`src/rtl/wsma_pkg.sv`:
```
`default_nettype none

package wsma_pkg;

  // Field widths
  localparam int unsigned ACT_W    = 2;
  localparam int unsigned ROW_FW   = 4;
  localparam int unsigned COL_FW   = 4;
  localparam int unsigned VAL_W    = 16;
  localparam int unsigned PROD_W   = 32;
  localparam int unsigned PSUM_W   = 40;
  localparam int unsigned MAX_EMIT = 16;

  // Stream word widths, padded to whole bytes
  localparam int unsigned S_TDATA_W = 32;
  localparam int unsigned M_TDATA_W = 48;

  // Input word kinds
  typedef enum logic [ACT_W-1:0] {
    ACT_LOAD_W  = 2'd0,
    ACT_STAGE   = 2'd1,
    ACT_STEP    = 2'd2,
    ACT_CLEAR_W = 2'd3
  } wsma_action_e;

  // Control shared by every cell of the chain
  typedef struct packed {
    logic w_clr;       // zero all weights
    logic act_shift;   // take activations from left neighbor
    logic rotate;      // rotate row stores, multiply tap 0
    logic acc_clr;     // zero the column sum
    logic acc_en;      // add registered product
    logic psum_shift;  // take column sum from right neighbor
  } wsma_ctrl_t;

endpackage

`default_nettype wire

```
`src/rtl/wsma_cell.sv`:
```
`default_nettype none

// One array column: its weights and activations for all rows, one multiplier
// and the column sum. Row stores rotate so that row i sits at tap 0 on MAC
// cycle i; after ROWS rotations they are back in place.
module wsma_cell #(
  parameter int unsigned ROWS = 16,
  localparam int unsigned RW  = $clog2(ROWS)
) (
  input  wire                                           clk_i,
  input  wire                                           rst_ni,
  input  wire  wsma_pkg::wsma_ctrl_t                    ctrl_i,
  input  wire                                           w_we_i,
  input  wire  [RW-1:0]                                 wr_row_i,
  input  wire  [wsma_pkg::VAL_W-1:0]                    wr_val_i,
  input  wire  [ROWS-1:0][wsma_pkg::VAL_W-1:0]          act_i,
  output logic [ROWS-1:0][wsma_pkg::VAL_W-1:0]          act_o,
  input  wire  [wsma_pkg::PSUM_W-1:0]                   psum_i,
  output logic [wsma_pkg::PSUM_W-1:0]                   psum_o
);

  logic [ROWS-1:0][wsma_pkg::VAL_W-1:0] w_q;
  logic [ROWS-1:0][wsma_pkg::VAL_W-1:0] a_q;
  logic signed [wsma_pkg::VAL_W-1:0]    w_tap, a_tap;
  logic signed [wsma_pkg::PROD_W-1:0]   prod_d, prod_q;
  logic [wsma_pkg::PSUM_W-1:0]          acc_q;

  // Weight store: clear, rotate or single-row write
  always_ff @(posedge clk_i or negedge rst_ni) begin
    if (!rst_ni) begin
      w_q <= '0;
    end else if (ctrl_i.w_clr) begin
      w_q <= '0;
    end else if (ctrl_i.rotate) begin
      w_q <= {w_q[0], w_q[ROWS-1:1]};
    end else if (w_we_i) begin
      w_q[wr_row_i] <= wr_val_i;
    end
  end

  // Activation store: column shift on step, rotate during MAC
  always_ff @(posedge clk_i or negedge rst_ni) begin
    if (!rst_ni) begin
      a_q <= '0;
    end else if (ctrl_i.act_shift) begin
      a_q <= act_i;
    end else if (ctrl_i.rotate) begin
      a_q <= {a_q[0], a_q[ROWS-1:1]};
    end
  end

  assign act_o = a_q;

  // Product of the tap-0 pair, registered
  assign w_tap  = $signed(w_q[0]);
  assign a_tap  = $signed(a_q[0]);
  assign prod_d = w_tap * a_tap;

  always_ff @(posedge clk_i) begin
    if (ctrl_i.rotate) begin
      prod_q <= prod_d;
    end
  end

  // Column sum; shifts left during emit
  always_ff @(posedge clk_i) begin
    if (ctrl_i.acc_clr) begin
      acc_q <= '0;
    end else if (ctrl_i.acc_en) begin
      acc_q <= acc_q + {{(wsma_pkg::PSUM_W-wsma_pkg::PROD_W){prod_q[wsma_pkg::PROD_W-1]}},
                        prod_q};
    end else if (ctrl_i.psum_shift) begin
      acc_q <= psum_i;
    end
  end

  assign psum_o = acc_q;

endmodule

`default_nettype wire

```
`config.mk`:
```
export PLATFORM = sky130hd
export DESIGN_NAME = wsma_cell
export DESIGN_NICKNAME = d
export VERILOG_FILES = /design/src/rtl/wsma_pkg.sv /design/src/rtl/wsma_cell.sv
export SDC_FILE = /design/constraint.sdc
export NUM_CORES = 2
export LEC_CHECK = 0
export BUFFER_PORTS_ARGS = -buffer_cell sky130_fd_sc_hd__buf_2
export CAP_MARGIN = 20
export CORE_UTILIZATION = 30
export CTS_CLUSTER_SIZE = 25
export DETAILED_ROUTE_END_ITERATION = 10
export SETUP_SLACK_MARGIN = 0.4
export SLEW_MARGIN = 20
export SYNTH_ARGS = -nofsm -noshare
export SYNTH_HDL_FRONTEND = slang
export SYNTH_SLANG_ARGS = --single-unit
```
`constraint.sdc`:
```
create_clock -name clk_i -period 14.9 [get_ports clk_i]
set_input_delay 0.745 -clock clk_i [delete_from_list [all_inputs] [get_ports clk_i]]
set_output_delay 0.745 -clock clk_i [all_outputs]
set_load 0.02 [all_outputs]
```
==> metrics.txt <==
Vias just over 30000; Worst Tran Pin Value ~1.1 ns; Max Fclk 0.144 GHz; syn_nets approximately 4700; Post-Synthesis Cells just under 4000; hold buffer count at cts 0; Skew-Pair Late Insertion Delay approximately 0.66 ns; share of cells above drive strength 1 a little under a fifth; CTS tree built; largest net degree at the start of global routing 140; Multi-input gate area around 0.022 mm2; sequential area share after synthesis approximately 38%; mapped cell area ~0.038 mm2; Final Skew roughly 0.023 ns; Setup TNS Final 0 ns; Die Wd around 360 um; Finish-stage setup viols 0; antenna violations before repair 16; total CTS buffers between 70 and 80; CP Max Fanout 18; drt first-iter violations 2540; drt total wl between 100 and 150 mm; status completed; yosys synthesis warning count 0; Placement Setup Slack about 7.9 ns; Layout Nets between 5000 and 6000; CP max stage delay between 0.8 and 0.9 ns; ANT nets after route 0; Final WS setup ~7.9 ns; vias in the first global route between 30000 and 40000; worst setup path startpoint w_tap[7]$_DFFE_PN0P_; Post-CTS Setup Bufs 0; RSZ-0062 raised after global routing false; DRC violations left 0; critical path's top delay family adder cells; crit end category flip-flop; Period minus WS final 6.96 ns; FP Rows about 130; wire length per cell 21.6 um; H-tree depth 3; Register Area 0.0146 mm2; I/O Pins 621; Sink Count roughly 580; Worst EP required ~15 ns; Worst Path Arrival around 7.4 ns; launching point of the worst reg2reg path w_tap[7]$_DFFE_PN0P_; gr ovfl total 0; peak supply drop around 82 uV; #FFs+latches synth approximately 580; clock root cell clkbuf_16; die height about 360 um; die area 0.130 mm2; critical-path cell list nand2_1 > fa_1 > inv_1 > fa_1 > inv_1 > fa_1 > inv_1 > fa_1 > fa_1 > inv_1 > fa_1 > inv_1 > ha_1 > a21oi_1 > o22ai_1 > nor3_1 > a21oi_1 > o41a_1 > a311oi_1 > o31ai_1 > a21oi_1 > xnor2_1; Final Hold Fails 0; clk slew on worst S/H paths roughly 0.060 ns; Buf/Inv on CP 5; GRT Overall Usage around 20%; syn_area_per_cell roughly 9.7 um2; dominant synthesized flop cell dfrtp_1; Post-synth EDFFs 32; final period utilization a little under half; Post-CTS Resized 0; Max clock buf depth 3; Hold WC Path Type input port to async pin; initial core utilization between 30% and 40%; P&R area growth vs syn 18.4%; Crit path top cell by count fa_1; Power, Total about 4.7 mW; cell area power density ~100 mW/mm2; Max-cap violations 0; GP Congestion about 0.91; CP Class flip-flop to flip-flop; DR vias/cell approximately 5.1; Core Box Area between 0.1 and 0.15 mm2; Slowest-stage cell, CP dfrtp_1; Pre-antenna DRT Iters 5; fin. max-slew vios 0; Final HPWL DP around 98 mm; unique cell type count in the Yosys netlist between 80 and 90; port bufs slightly above 600; async set-reset flop share out of synthesis roughly 88%; relative slew slack 27.0%; first-pass GRT wire length 200 mm; crit path launch type flip-flop; Leak 21.2 nW; Fill cells approximately 13000
==> cell families (layout without fill, tap and decap cells) <==
family / count (synthesis) / after routing / share of synthesized area (%)
AOI/OAI and AO/OA: 1034 / 1034 / 18.1
and+or+nand+nor: 988 / 988 / 11.4
buffers and inverters: 653 / 1144 / 6.51
DFF: 584 / 584 / 37.9
adders and majority gates: 384 / 384 / 17.6
muxes: 272 / 272 / 7.08
xor gates and xnor gates: 64 / 64 / 1.46
other: 0 / 5 / 0
==> through the flow <==
stage	std cells	area, um2	hold slack (ns)	util (%)
after floorplan	3979	38500	0.449	-
after global placement	5999	43000	0.462	33.7
after detailed placement	6000	43000	0.467	33.8
after CTS	6131	45500	0.226	35.7
after global routing	6135	45500	0.107	35.7
final	6137	45500	0.0904	35.7
==> power by group <==
group          total (mW)  switching (mW)  internal (mW)
registers            1.88           0.167           1.71
logic               0.964           0.618          0.346
clock network        1.86           0.749           1.11
==> flip-flops by register name, summed over array words and instances, names as in the netlist <==
name	flops
w_q	240
psum_o	40
a_tap	16
act_o	240
prod_q	32
w_tap	16
==> per-layer routing <==
layer	vias up	routed length, um	global-route usage (%)
li1	14500	-	-
met1	15400	58800	27.0
met2	987	61100	32.3
met3	180	8590	4.30
met4	22	3630	6.03
met5	-	147	0
==> final timing paths <==
path | depth (start not counted) | endpoint | slack [ns]
worst max-delay path | 22 | prod_q[31]$_DFFE_PP_ | 7.94
worst min-delay path | 1 | w_q[130]$_DFFE_PN0P_ | 0.09
worst max register to register | 22 | prod_q[31]$_DFFE_PP_ | 7.94
worst min register to register | 2 | w_q[126]$_DFFE_PN0P_ | 0.48
max in group asynchronous | 4 | act_o[65]$_DFFE_PN0P_ | 12.30
min in group clk_i | 3 | act_o[148]$_DFFE_PN0P_ | 0.28
==> final cells by class <==
| type | count | share of cell area [%] |
|---|---|---|
| antenna | 5 | 0.0275 |
| clock buffer | 100 | 4.59 |
| clock inverter | 31 | 0.849 |
| inverter | 330 | 2.72 |
| multi-input combinational | 2742 | 47.2 |
| sequential | 584 | 32.0 |
| tap | 1662 | 4.57 |
| timing repair buffer | 683 | 8.01 |
==> cell usage after synthesis, types with 4 or more instances <==
library cell,count,area share [%]
a211oi_1,58,1.1
a21o_1,22,0.43
a21oi_1,81,1.1
a22oi_1,256,5.0
a31oi_1,4,0.065
a41oi_1,4,0.091
and2_1,131,2.1
and3_1,6,0.098
and4_1,4,0.091
buf_1,24,0.23
clkbuf_1,291,2.8
clkbuf_8,4,0.14
dfrtp_1,512,33
dfxtp_1,40,2.1
edfxtp_1,32,2.5
fa_1,263,14
ha_1,121,3.9
inv_1,330,3.2
mux2i_1,271,7.1
nand2_1,667,6.5
nand2b_1,18,0.29
nand3_1,10,0.13
nand4_1,6,0.098
nor2_1,60,0.59
nor2b_1,48,0.78
nor3_1,12,0.16
nor3b_1,4,0.078
nor4_1,5,0.081
o21a_1,6,0.12
o21ai_0,280,3.6
o21ai_1,5,0.065
o21bai_1,11,0.21
o221ai_1,4,0.091
o22ai_1,6,0.098
o31ai_1,260,5.1
or2_2,4,0.065
xnor2_1,42,0.96
xor2_1,22,0.50
==> placed cells by master (no fill, tap or decap), types with 58 or more instances in the layout <==
cell / instances
clkbuf_16: 75
dfrtp_1: 512
buf_4: 61
fa_1: 263
a22oi_1: 256
mux2i_1: 270
a211oi_1: 58
inv_1: 330
ha_1: 121
a21oi_1: 65
and2_1: 131
nand2_1: 667
o21ai_0: 280
nor2_1: 58
buf_2: 616
o31ai_1: 260
No activity file was read; power rests on OpenSTA's default activity.
